===== src/rtl/rtlpm_pkg.sv =====
// rtlpm_pkg: shared types, codes and helpers for the route trie LPM core.
// Used by the controller, the datapath and the top level. No dependencies.
`default_nettype none
package rtlpm_pkg;

  localparam int ADDR_BITS = 32;
  localparam int TOP_BIT   = 31;
  localparam int DEPTH_W   = 6;
  localparam logic [DEPTH_W-1:0] DEPTH_FULL = 6'd32;

  localparam logic KIND_INSERT = 1'b0;
  localparam logic KIND_LOOKUP = 1'b1;

  // controller -> datapath
  typedef struct packed {
    logic load;     // capture a new beat, start at the root
    logic descend;  // follow an existing child link
    logic alloc;    // link a fresh node and move onto it
    logic mark;     // mark the current node with the route
    logic track;    // remember the current node if marked
    logic finish;   // latch the result
    logic fail;     // insert ran out of nodes
  } dp_cmd_t;

  // datapath -> controller
  typedef struct packed {
    logic is_lookup;
    logic at_end;
    logic link_null;
    logic store_full;
  } dp_stat_t;

  function automatic logic [ADDR_BITS-1:0] swap_bytes(input logic [ADDR_BITS-1:0] v);
    swap_bytes = {v[7:0], v[15:8], v[23:16], v[31:24]};
  endfunction

endpackage
`default_nettype wire


===== src/rtl/rtlpm_ctrl.sv =====
// rtlpm_ctrl: sequencer for insert and lookup walks over the trie.
// Depends on rtlpm_pkg for the command and status structs.
`default_nettype none
module rtlpm_ctrl
  import rtlpm_pkg::*;
(
  input  logic     clk,
  input  logic     rst,
  input  logic     start,
  input  dp_stat_t st,
  output dp_cmd_t  cmd,
  output logic     busy,
  output logic     done
);

  typedef enum logic [2:0] {
    ST_IDLE = 3'b001,
    ST_WALK = 3'b010,
    ST_RESP = 3'b100
  } state_t;

  state_t state, state_next;

  always_ff @(posedge clk) begin
    if (rst) begin
      state <= ST_IDLE;
    end else begin
      state <= state_next;
    end
  end

  always_comb begin
    cmd        = '0;
    state_next = state;
    unique case (state)
      ST_IDLE: begin
        if (start) begin
          cmd.load   = 1'b1;
          state_next = ST_WALK;
        end
      end
      ST_WALK: begin
        if (st.is_lookup) begin
          cmd.track = 1'b1;
          if (st.at_end || st.link_null) begin
            cmd.finish = 1'b1;
            state_next = ST_RESP;
          end else begin
            cmd.descend = 1'b1;
          end
        end else if (st.at_end) begin
          cmd.mark   = 1'b1;
          cmd.finish = 1'b1;
          state_next = ST_RESP;
        end else if (!st.link_null) begin
          cmd.descend = 1'b1;
        end else if (st.store_full) begin
          cmd.fail   = 1'b1;
          cmd.finish = 1'b1;
          state_next = ST_RESP;
        end else begin
          cmd.alloc = 1'b1;
        end
      end
      ST_RESP: begin
        state_next = ST_IDLE;
      end
      default: begin
        state_next = ST_IDLE;
      end
    endcase
  end

  assign busy = (state != ST_IDLE);
  assign done = (state == ST_RESP);

endmodule
`default_nettype wire


===== config.mk =====
export PLATFORM = sky130hd
export DESIGN_NAME = rtlpm_ctrl
export DESIGN_NICKNAME = d
export VERILOG_FILES = /design/src/rtl/rtlpm_pkg.sv /design/src/rtl/rtlpm_ctrl.sv
export SDC_FILE = /design/constraint.sdc
export NUM_CORES = 1
export LEC_CHECK = 0
export ABC_AREA = 1
export BUFFER_PORTS_ARGS = -buffer_cell sky130_fd_sc_hd__buf_2
export CAP_MARGIN = 20
export CORE_AREA = 2 2 39 41
export DETAILED_ROUTE_END_ITERATION = 8
export DIE_AREA = 0 0 41 43
export HOLD_SLACK_MARGIN = 0.05
export PLACE_DENSITY = 0.47
export SLEW_MARGIN = 40
export SYNTH_ARGS = -nofsm -noshare
export SYNTH_HDL_FRONTEND = slang
export SYNTH_SLANG_ARGS = --single-unit

===== constraint.sdc =====
create_clock -name clk -period 1.06 [get_ports clk]
set_clock_uncertainty 0.2 [all_clocks]
set_input_delay 0.053 -clock clk [delete_from_list [all_inputs] [get_ports clk]]
set_output_delay 0.053 -clock clk [all_outputs]
set_load 0.02 [all_outputs]

# == Word level (Yosys, flattened, before mapping) ==
# Cells that the tools add are included.
# classes
n_lt_le_gt_ge,0
muxes,26
mul,0
n_eq_ne,8
n_reduce_logical,2
n_shift,0
add_sub_neg,0
n_div,0
bitwise,0
# op_table
operator,count
3-bit 2-to-1 mux,6
1-bit 2-to-1 mux,14
2-bit 2-to-1 mux,4
4-bit != test (second input constant),2
6-bit 2-to-1 mux,1
3-bit case mux with 2 select lines,1
4-bit AND reduction,1
3-bit by 1-bit == test with 1-bit output (second input constant),1
3-bit by 2-bit == test with 1-bit output (second input constant),1
3-bit == test (second input constant),1
3-bit by 1-bit != test with 1-bit output (second input constant),1
3-bit != test (second input constant),1
2-bit != test (second input constant),1
1-bit logical OR,1
# word_totals
input_bits,7
elab_cells,37
romBits,0
ramBits,0
memories,0
latch_bits,0
output_inout_bits,9
regBits,3

# == Depth between registers and ports, before layout ==
# Gate-level depths: netlist of the first run.
# depth
word_depth,5
mapped_depth,7
depth_no_buf,7

# == Least setup slack after synthesis of the first run ==
# No wires, ideal clock.
# synth_timing
path_kind,reg2out
from,reg state[1]
to,out cmd[0] (netlist name)
path_stages_with_launch,5
t_arrival_ps,1028
required_ps,807
n_path_buf,0
path_slack_ps,-221
cell_sequence,dfxtp_1 inv_2 nor2_2 nand2_2 nor3_1
# synth_rtl
item,line,text
from (decl),rtlpm_ctrl.sv:22,"state_t state, state_next;"
from (signal assigned),rtlpm_ctrl.sv:28,state <= state_next;
to (decl),rtlpm_ctrl.sv:11,"output dp_cmd_t cmd,"

==> results of run 1 <==
-- placed cells by master (no fill, tap or decap), types with 2 or more instances in the layout --
cell,synthesis,routed
clkbuf_4,0,3
buf_4,0,10
nand2_1,5,3
dlygate4sd3_1,0,2
nor2_1,4,2
buf_2,0,8
inv_2,3,2
nor3_1,4,2
nor2_4,0,4
buf_6,0,8
nand3_1,2,2
inv_1,6,6
dfxtp_2,0,2
nand2_2,1,2
-- per-layer routing --
| metal | vias to the layer above | wire, um |
|---|---|---|
| met5 | - | 0 |
| met4 | 0 | 0 |
| met3 | 0 | 53 |
| met2 | 11 | 394 |
| met1 | 154 | 285 |
| li1 | 177 | - |
-- worst register-to-register path: cells and delay by family, from the launching register on --
kind | cells | cell delay (ns)
AO/OA/AOI/OAI | 2 | 0.17
AND/OR/NAND/NOR | 2 | 0.21
buffers and inverters | 3 | 0.30
flip-flops | 1 | 0.34
-- metrics by stage --
step | cell area [sq um] | instances | setup TNS, ns
finish | 561 | 84 | -2.68
global route | 561 | 84 | -3.53
CTS | 507 | 80 | -2.45
detailed placement | 368 | 71 | -0.568
global placement | 368 | 71 | -0.573
floorplan | 243 | 36 | -0.281
-- final cells by class --
cell class / count / area (sq um) / area share
repair buffers: 28 / 225 / 0.402
multi-input cells: 24 / 186 / 0.333
well taps: 16 / 20.0 / 0.0357
flip-flops and latches: 3 / 66.3 / 0.118
clock buffers: 4 / 26.3 / 0.0469
inverters: 9 / 36.3 / 0.0647
-- how the worst max path moves through the flow --
stage             end  slack, ns  cells after the start
3_5_place_dp   cmd[4]       -0.1                      5
3_3_place_gp   cmd[4]      -0.10                      6
5_1_grt        cmd[2]      -0.39                      5
2_1_floorplan  cmd[2]      -0.06                      4
6_report       cmd[3]      -0.29                      5
4_1_cts        cmd[1]      -0.29                      6
-- power breakdown --
group,internal [mW],switching [mW],leakage (nW),total (mW)
Clock,0.141,0.0604,0.0150,0.202
Combinational,0.0826,0.0844,0.248,0.167
Sequential,0.125,0.0173,0.0256,0.142
Total,0.348,0.162,0.288,0.510
-- cells by family after synthesis --
| kind of cell | Yosys count | synth area share |
|---|---|---|
| and+or+nand+nor | 21 | 0.491 |
| buffers and inverters | 9 | 0.158 |
| DFF | 3 | 0.281 |
| AOI/OAI and AO/OA | 3 | 0.0702 |
-- what timing repair did --
item,in CTS,in global routing
hold buffers,2,1
endpoints found under the hold margin,3,2
buffers inserted,3,3
cloned,0,0
pin swaps,4,3
setup endpoints to repair,12,12
resized for setup,22,8
==> metrics.md, run 1 <==
| Metric | Value |
|---|---|
| Worst-Skew Late Latency | `0.23 ns` |
| Hold Crit Class | `input port to register` |
| Largest net degree at the start of global routing | `6` |
| Cell Pwr Density | `910 nW/um^2` |
| Layout area overhead | `162%` |
| Total power draw | `510 uW` |
| CP max FO | `4` |
| Flops & latches, synth | `3` |
| Top post-synthesis cells by count | `6 x inv_1, 5 x nand2_1, 4 x nor2_1, 4 x nor3_1` |
| Most used DFF post-synth | `dfxtp_1` |
| Global route overflow | `0` |
| DRC Markers | `0` |
| I/O Pins | `16` |
| H-tree levels | `1` |
| Final slew viol count | `0` |
| Crit path DAT | `1.10 ns` |
| HP Start | `st[1]` |
| Synth unique cells | `13` |
| Area share of the largest cell type after synthesis | `0.281` |
| Syn. warnings | `0` |
| Peak VDD IR | `643 uV` |
| Routed WL | `734 um` |
| First-pass GRT wire length | `1200 um` |
| Fmax | `0.740 GHz` |
| Synthesized cell area | `214 sq um` |
| Syn nets | `43` |
| RSZ-0062 raised after global routing | `yes` |
| Row count | `14` |
| Lkg Pwr | `0.288 nW` |
| Fill cell count | `152` |
| Largest regs | `state x3` |
| Routed via count | `342` |
| Slowest-stage cell, CP | `dfxtp_2` |
| Final min period | `1.35 ns` |
| Crit path kind | `register to primary output` |
| Bufs and invs on worst path | `2` |
| Drt first-iter violations | `5` |
| Inserted Clock Buffers | `3` |
| Layout cells sized above 1 | `0.706` |
| Final Hold Fails | `1` |
| Overall routing resource usage | `0.103` |
| Worst Path Required | `0.81 ns` |
| # Max-Cap Violations | `0` |
| Post-DP HPWL | `487 um` |
| Worst-Margin Slew | `0.186 ns` |
| Vias in the first global route | `310` |
| Sequence of cells on the critical path | `inv_2 > nor2_4 > nand2_4 > nor3_2 > buf_4` |
| CP Launch Point | `state[1]` |
| Fin nets | `76` |
| DRT Pass-1 Iters | `4` |
| Reg2reg path depth | `7` |
| IO Port Bufs | `15` |
| Wire length per cell | `8.74 um` |
| Die footprint | `1760 sq um` |
| M2 GR Usage | `0.141` |
| Initial antenna violation count | `0` |
| Crit end category | `primary output` |
| Cells after synthesis | `36` |
| Most frequent cell after synthesis | `inv_1` |
| Max incr delay on CP | `0.34 ns` |
| Capturing point of the worst reg2reg path | `state[0]` |
| Pre-CTS WS | `-0.0994 ns` |
| Die Span Y | `43 um` |
| Synth top area cells | `dfxtp_1 28%, inv_1 11%, nor3_1 9.4%` |
| CP Launch Type | `register` |
| Die W | `41 um` |
| Seq/Total Area, Yosys | `0.281` |
| Ant diodes | `0` |
| R2r startpoint | `state[1]` |
| WHS | `-0.0202 ns` |
| Synth area leader | `dfxtp_1` |
| R2R setup slack | `-0.27 ns` |
| Status | `complete, but fails checks` |
| Setup ws final | `-0.292 ns` |
| WHS Endpoint | `state[2]` |
| Routability cong. | `0.694` |
| Util after Layout | `0.405` |
| Core box area | `1380 sq um` |
| Clock Pin Slew Worst Setup and Hold Paths | `0.04 ns` |
| Violated checks | `negative hold slack, negative setup slack` |
| Vias per cell | `4.07` |
| Reg with most FFs | `state` |
| M3 GR Usage | `0.0785` |
| Max clock buf depth | `2` |
| Max reg flops | `3` |
| Slew headroom | `0.876` |
| Tcrit/Tclk final | `1.28` |
| GRT met1 Usage | `0.128` |
| CTS tree | `built` |
| Setup violations, final | `11` |
| Post-synth EDFFs | `0` |
| Final ANT Viol Nets | `0` |
| Synth async-reset ratio | `0` |
| Syn avg cell area | `5.94 sq um` |
| Hold path depth | `3` |
| CP delay by family, top | `flip-flops` |
| Initial Util | `0.155` |
| Root buf cell | `clkbuf_4` |
| Clock sink count | `3` |
| Most used routing layer in global routing | `met2` |
Note: power is estimated with default switching activity, not from simulation.
==> run 2: changes to the inputs <==
--- a/config.mk
+++ b/config.mk
@@ -12,7 +12,7 @@
 export DETAILED_ROUTE_END_ITERATION = 8
 export DIE_AREA = 0 0 41 43
 export HOLD_SLACK_MARGIN = 0.05
-export PLACE_DENSITY = 0.47
+export PLACE_DENSITY = 0.43
 export SLEW_MARGIN = 40
 export SYNTH_ARGS = -nofsm -noshare
 export SYNTH_HDL_FRONTEND = slang
==> constraint.sdc (replaced) <==
create_clock -name clk -period 1.06 [get_ports clk]
set_clock_uncertainty 0.2 [all_clocks]
set_input_delay 0.053 -clock clk [delete_from_list [all_inputs] [get_ports clk]]
set_output_delay 0.053 -clock clk [all_outputs]
set_load 0.1 [all_outputs]
==> run 2 against run 1 <==
  * The run ends with negative setup slack left
  * Clock power rose by 2%
  * Via count rose by 9.4%
  * Core utilization rose by 15 points
  * First-iteration DRC count fell by 100%
  * Setup slack got worse by 0.12 ns
  * Total power rose by 40%
  * Wire length rose by 28%
  * Combinational power rose by 120%
  * Sequential cell count did not move
  * Register-to-register slack improved by 0.08 ns
  * Critical path type unchanged
==> metrics.md, run 2 (synthesized netlist as in run 1, its figures left out) <==
| Metric | Value |
|---|---|
| Worst-Margin Slew | `0.195 ns` |
| Slew headroom | `0.869` |
| I/O Pins | `16` |
| Ant diodes | `0` |
| Sum Neg Setup Slack | `-3.73 ns` |
| Setup violations, final | `12` |
| Die footprint | `1760 sq um` |
| Inserted Clock Buffers | `3` |
| Initial Util | `0.155` |
| Reg with most FFs | `state` |
| Layout cells sized above 1 | `0.824` |
| Fin nets | `82` |
| IO Port Bufs | `15` |
| Layout area overhead | `260%` |
| Critical path depth in cells | `6` |
| Routed WL | `943 um` |
| Cell Pwr Density | `924 nW/um^2` |
| Setup ws final | `-0.414 ns` |
| Lkg Pwr | `0.339 nW` |
| Crit path kind | `register to primary output` |
| Fmax | `0.678 GHz` |
| CP Launch Type | `register` |
| Post-DP HPWL | `644 um` |
| Largest net degree at the start of global routing | `5` |
| Crit path DAT | `1.22 ns` |
| Row count | `14` |
| RSZ-0062 raised after global routing | `yes` |
| CTS tree | `built` |
| H-tree levels | `1` |
| Hold Crit Class | `input port to register` |
| Final ANT Viol Nets | `0` |
| Sequence of cells on the critical path | `inv_2 > nor2_4 > buf_4 > nand3_4 > clkinvlp_4 > buf_12` |
| CP max FO | `3` |
| WHS | `0.0721 ns` |
| CP delay by family, top | `buffers and inverters` |
| Initial antenna violation count | `0` |
| Vias per cell | `4.16` |
| First-pass GRT wire length | `1570 um` |
| Largest regs | `state x3` |
| Bufs and invs on worst path | `4` |
| DRT Pass-1 Iters | `1` |
| DRC Markers | `0` |
| Die Span Y | `43 um` |
| Max incr delay on CP | `0.34 ns` |
| Worst-Skew Late Latency | `0.24 ns` |
| # placed instances | `78` |
| Final slew viol count | `0` |
| Placed instance area | `609 sq um` |
| Core box area | `1380 sq um` |
| Most frequent cells in the layout | `13 x buf_4, 9 x buf_12, 6 x buf_2` |
| Wire length per cell | `10.5 um` |
| Final instance area | `771 sq um` |
| Die W | `41 um` |
| Commonest non-fill, non-tap cell in the layout | `buf_4` |
| Overall routing resource usage | `0.132` |
| Final Hold Fails | `0` |
| Violated checks | `negative setup slack` |
| Final min period | `1.47 ns` |
| Routed via count | `374` |
| Routability cong. | `0.709` |
| Reg2reg path depth | `6` |
| Hold path depth | `4` |
| Max reg flops | `3` |
| Drt first-iter violations | `0` |
| Pre-CTS WS | `-0.188 ns` |
| Max clock buf depth | `2` |
| Peak VDD IR | `824 uV` |
| Tcrit/Tclk final | `1.39` |
| Worst Path Required | `0.81 ns` |
| Vias in the first global route | `385` |
| Status | `complete, but fails checks` |
| Finished Layout Cells | `90` |
| # Max-Cap Violations | `0` |
| Clock Pin Slew Worst Setup and Hold Paths | `0.04 ns` |
| Root buf cell | `clkbuf_4` |
| Fill cell count | `127` |
| Crit end category | `primary output` |
| Total power draw | `712 uW` |
| Clock sink count | `3` |
| Slowest-stage cell, CP | `dfxtp_2` |
| Global route overflow | `0` |
| Util after Layout | `0.557` |
run 2: cell types whose count changed in the layout (fill, tap and decap cells not counted), moves of 2 or more:
| cell | change |
|---|---|
| buf_12 | +9 |
| buf_6 | -4 |
| buf_4 | +3 |
| buf_2 | -2 |
| clkinvlp_4 | +2 |
| inv_1 | -2 |
| nand3_1 | -2 |
| nor3_1 | -2 |
| nor3_4 | +2 |
run 2: metal layers:
layer,up-vias,share of wire,track usage
met2,9,0.56,0.213
met5,-,0,0
met4,0,0,0.0200
met1,177,0.39,0.155
met3,0,0.047,0.0628
li1,188,-,-
run 2: cell type report:
class / instances / area (sq um) / share of cell area
tap: 16 / 20.0 / 0.0260
sequential: 3 / 66.3 / 0.0860
clock buffer: 4 / 26.3 / 0.0341
multi-input combinational: 24 / 241 / 0.313
inverter: 9 / 43.8 / 0.0568
timing repair buffer: 34 / 373 / 0.484
run 2: path summary, 6_finish.rpt:
check,slack (ns),endpoint,from
worst max-delay path,-0.41,cmd[5],state[1]
worst min-delay path,0.07,state[2],st[0]
worst min register to register,0.48,state[2],state[0]
worst max register to register,-0.19,state[0],state[1]
run 2: tightest hold or removal path: stages:
cell and delay, ns:
buf_2 0.09, nor2_2 0.04, buf_4 0.14, nor3_2 0.13
run 2: where the power goes:
part	switching, mW	internal [mW]
Sequential	0.0149	0.124
Clock	0.0648	0.141
Combinational	0.211	0.156
Total	0.290	0.422
run 2: timing repair:
action	CTS	global route
hold buffers	2	0
gates resized for setup	12	3
hold endpoints to repair	3	0
pin swaps	8	3
gates cloned	0	0
setup endpoints to repair	12	12
setup buffers	5	3
==> run 3: changes to the inputs <==
--- a/config.mk
+++ b/config.mk
@@ -6,13 +6,13 @@
 export NUM_CORES = 1
 export LEC_CHECK = 0
 export ABC_AREA = 1
-export BUFFER_PORTS_ARGS = -buffer_cell sky130_fd_sc_hd__buf_2
+export BUFFER_PORTS_ARGS = -buffer_cell sky130_fd_sc_hd__clkbuf_2
 export CAP_MARGIN = 20
 export CORE_AREA = 2 2 39 41
 export DETAILED_ROUTE_END_ITERATION = 8
 export DIE_AREA = 0 0 41 43
 export HOLD_SLACK_MARGIN = 0.05
-export PLACE_DENSITY = 0.43
+export PLACE_DENSITY_LB_ADDON = 0.15
 export SLEW_MARGIN = 40
 export SYNTH_ARGS = -nofsm -noshare
 export SYNTH_HDL_FRONTEND = slang
==> run 3 against run 2 <==
  * Register-to-register slack worse by 0.03 ns
  * The flow still finishes with violations (negative setup slack)
  * Cell area shrank 0.97%
  * Cell count is the same
  * Worst hold slack got worse by 0.044 ns
  * Count of clock-buffer cells in the layout unchanged
  * Non-clock buffer count unchanged
  * Fmax is 1.8% higher
  * Total power shrank 1.0%
  * Critical path type unchanged
  * Clock power down 3%
  * Sequential cell count is the same
  * Global-route usage down 2.4 points
  * Sequential share of layout area is 0.41 points higher
==> metrics.md, run 3 (synthesized netlist as in run 1, its figures left out) <==
| Metric | Value |
|---|---|
| Status | `complete, but fails checks` |
| Violated checks | `negative setup slack` |
| DRT Pass-1 Iters | `1` |
| Bufs and invs on worst path | `5` |
| Worst-Margin Slew | `0.201 ns` |
| CP delay by family, top | `buffers and inverters` |
| Lkg Pwr | `0.333 nW` |
| Max reg flops | `3` |
| Hold Crit Class | `input port to register` |
| Row count | `14` |
| Largest regs | `state x3` |
| Routed via count | `357` |
| Max clock buf depth | `2` |
| Die footprint | `1760 sq um` |
| Core box area | `1380 sq um` |
| Initial antenna violation count | `0` |
| IO Port Bufs | `15` |
| Final Hold Fails | `0` |
| Vias per cell | `3.97` |
| H-tree levels | `1` |
| Initial Util | `0.155` |
| Worst-Skew Late Latency | `0.23 ns` |
| Commonest non-fill, non-tap cell in the layout | `buf_4` |
| Reg2reg path depth | `7` |
| Max incr delay on CP | `0.36 ns` |
| Fill cell count | `128` |
| Worst Path Required | `0.81 ns` |
| Post-DP HPWL | `588 um` |
| Placed instance area | `617 sq um` |
| Wire length per cell | `8.69 um` |
| Crit path DAT | `1.20 ns` |
| Cell Pwr Density | `924 nW/um^2` |
| Layout area overhead | `257%` |
| First-pass GRT wire length | `1250 um` |
| Setup violations, final | `12` |
| Final min period | `1.45 ns` |
| Root buf cell | `clkbuf_4` |
| Crit end category | `primary output` |
| Final slew viol count | `0` |
| CP Launch Type | `register` |
| CP max FO | `3` |
| Most frequent cells in the layout | `13 x buf_4, 9 x buf_12, 6 x clkbuf_2` |
| Hold path depth | `4` |
| Vias in the first global route | `352` |
| Peak VDD IR | `297 uV` |
| Final instance area | `763 sq um` |
| Fin nets | `82` |
| RSZ-0062 raised after global routing | `yes` |
| Layout cells sized above 1 | `0.811` |
| Reg with most FFs | `state` |
| Die W | `41 um` |
| Util after Layout | `0.552` |
| DRC Markers | `0` |
| Setup ws final | `-0.389 ns` |
| Ant diodes | `0` |
| Clock sink count | `3` |
| Slowest-stage cell, CP | `dfxtp_4` |
| Slew headroom | `0.866` |
| Most used cell, CP | `buf_6` |
| Total power draw | `705 uW` |
| Routed WL | `782 um` |
| Routability cong. | `0.682` |
| Final ANT Viol Nets | `0` |
| Clock Pin Slew Worst Setup and Hold Paths | `0.04 ns` |
| Tcrit/Tclk final | `1.37` |
| Drt first-iter violations | `0` |
| Inserted Clock Buffers | `3` |
| I/O Pins | `16` |
| Overall routing resource usage | `0.107` |
| Global route overflow | `0` |
| Fmax | `0.690 GHz` |
| Crit path kind | `register to primary output` |
| # Max-Cap Violations | `0` |
| Largest net degree at the start of global routing | `5` |
| Die Span Y | `43 um` |
| Critical path depth in cells | `6` |
| CTS tree | `built` |
| Sequence of cells on the critical path | `inv_4 > buf_4 > buf_6 > nand3_4 > buf_6 > buf_12` |
==> run 3: layout make-up <==
class / instances / area (sq um) / area share
multi-input combinational: 24 / 229 / 0.300
sequential: 3 / 68.8 / 0.0902
clock buffer: 4 / 26.3 / 0.0344
timing repair buffer: 34 / 373 / 0.489
tap: 16 / 20.0 / 0.0262
inverter: 9 / 46.3 / 0.0607
==> run 3: where the power goes <==
part	total [mW]	internal [mW]	switching, mW
Sequential	0.140	0.124	0.0163
Clock	0.200	0.141	0.0590
Combinational	0.365	0.159	0.206
==> run 3: metal layers <==
metal  up-vias  global-route usage  wire [um]
met5         -                   0          0
met4         0               0.100          0
met3         0              0.0157         34
met1       157               0.131        309
met2        11               0.150        437
li1        189                   -          -
==> run 3: worst paths after layout <==
kind | slack (ns) | end | start
worst max-delay path | -0.39 | busy | state[1]
worst min-delay path | 0.03 | state[2] | st[0]
worst max register to register | -0.22 | state[0] | state[1]
worst min register to register | 0.50 | state[0] | state[2]
==> run 3: worst register-to-register path: cells and delay by family, from the launching register on <==
kind	cells	cell delay (ns)
DFF	1	0.35
AOI/OAI and AO/OA	1	0.10
buffers and inverters	5	0.49
and+or+nand+nor	1	0.07
==> run 3: through the flow <==
| step | setup TNS (ns) | cells | hold slack (ns) | setup slack (ns) |
|---|---|---|---|---|
| 6_report | -3.63 | 90 | 0.0283 | -0.389 |
| 5_1_grt | -4.16 | 90 | 0.0551 | -0.435 |
| 4_1_cts | -3.60 | 87 | 0.0255 | -0.401 |
| 2_1_floorplan | -3.38 | 36 | -0.0752 | -0.571 |
| 3_5_place_dp | -1.20 | 79 | 0.0633 | -0.163 |
| 3_3_place_gp | -1.18 | 79 | 0.0602 | -0.169 |
==> run 3: what timing repair did <==
item,4_1_cts,5_1_grt
gates resized for setup,8,7
hold buffers,2,0
setup buffers,2,3
endpoints found under the hold margin,3,0
pin swaps,5,5
endpoints found under the setup margin,12,12
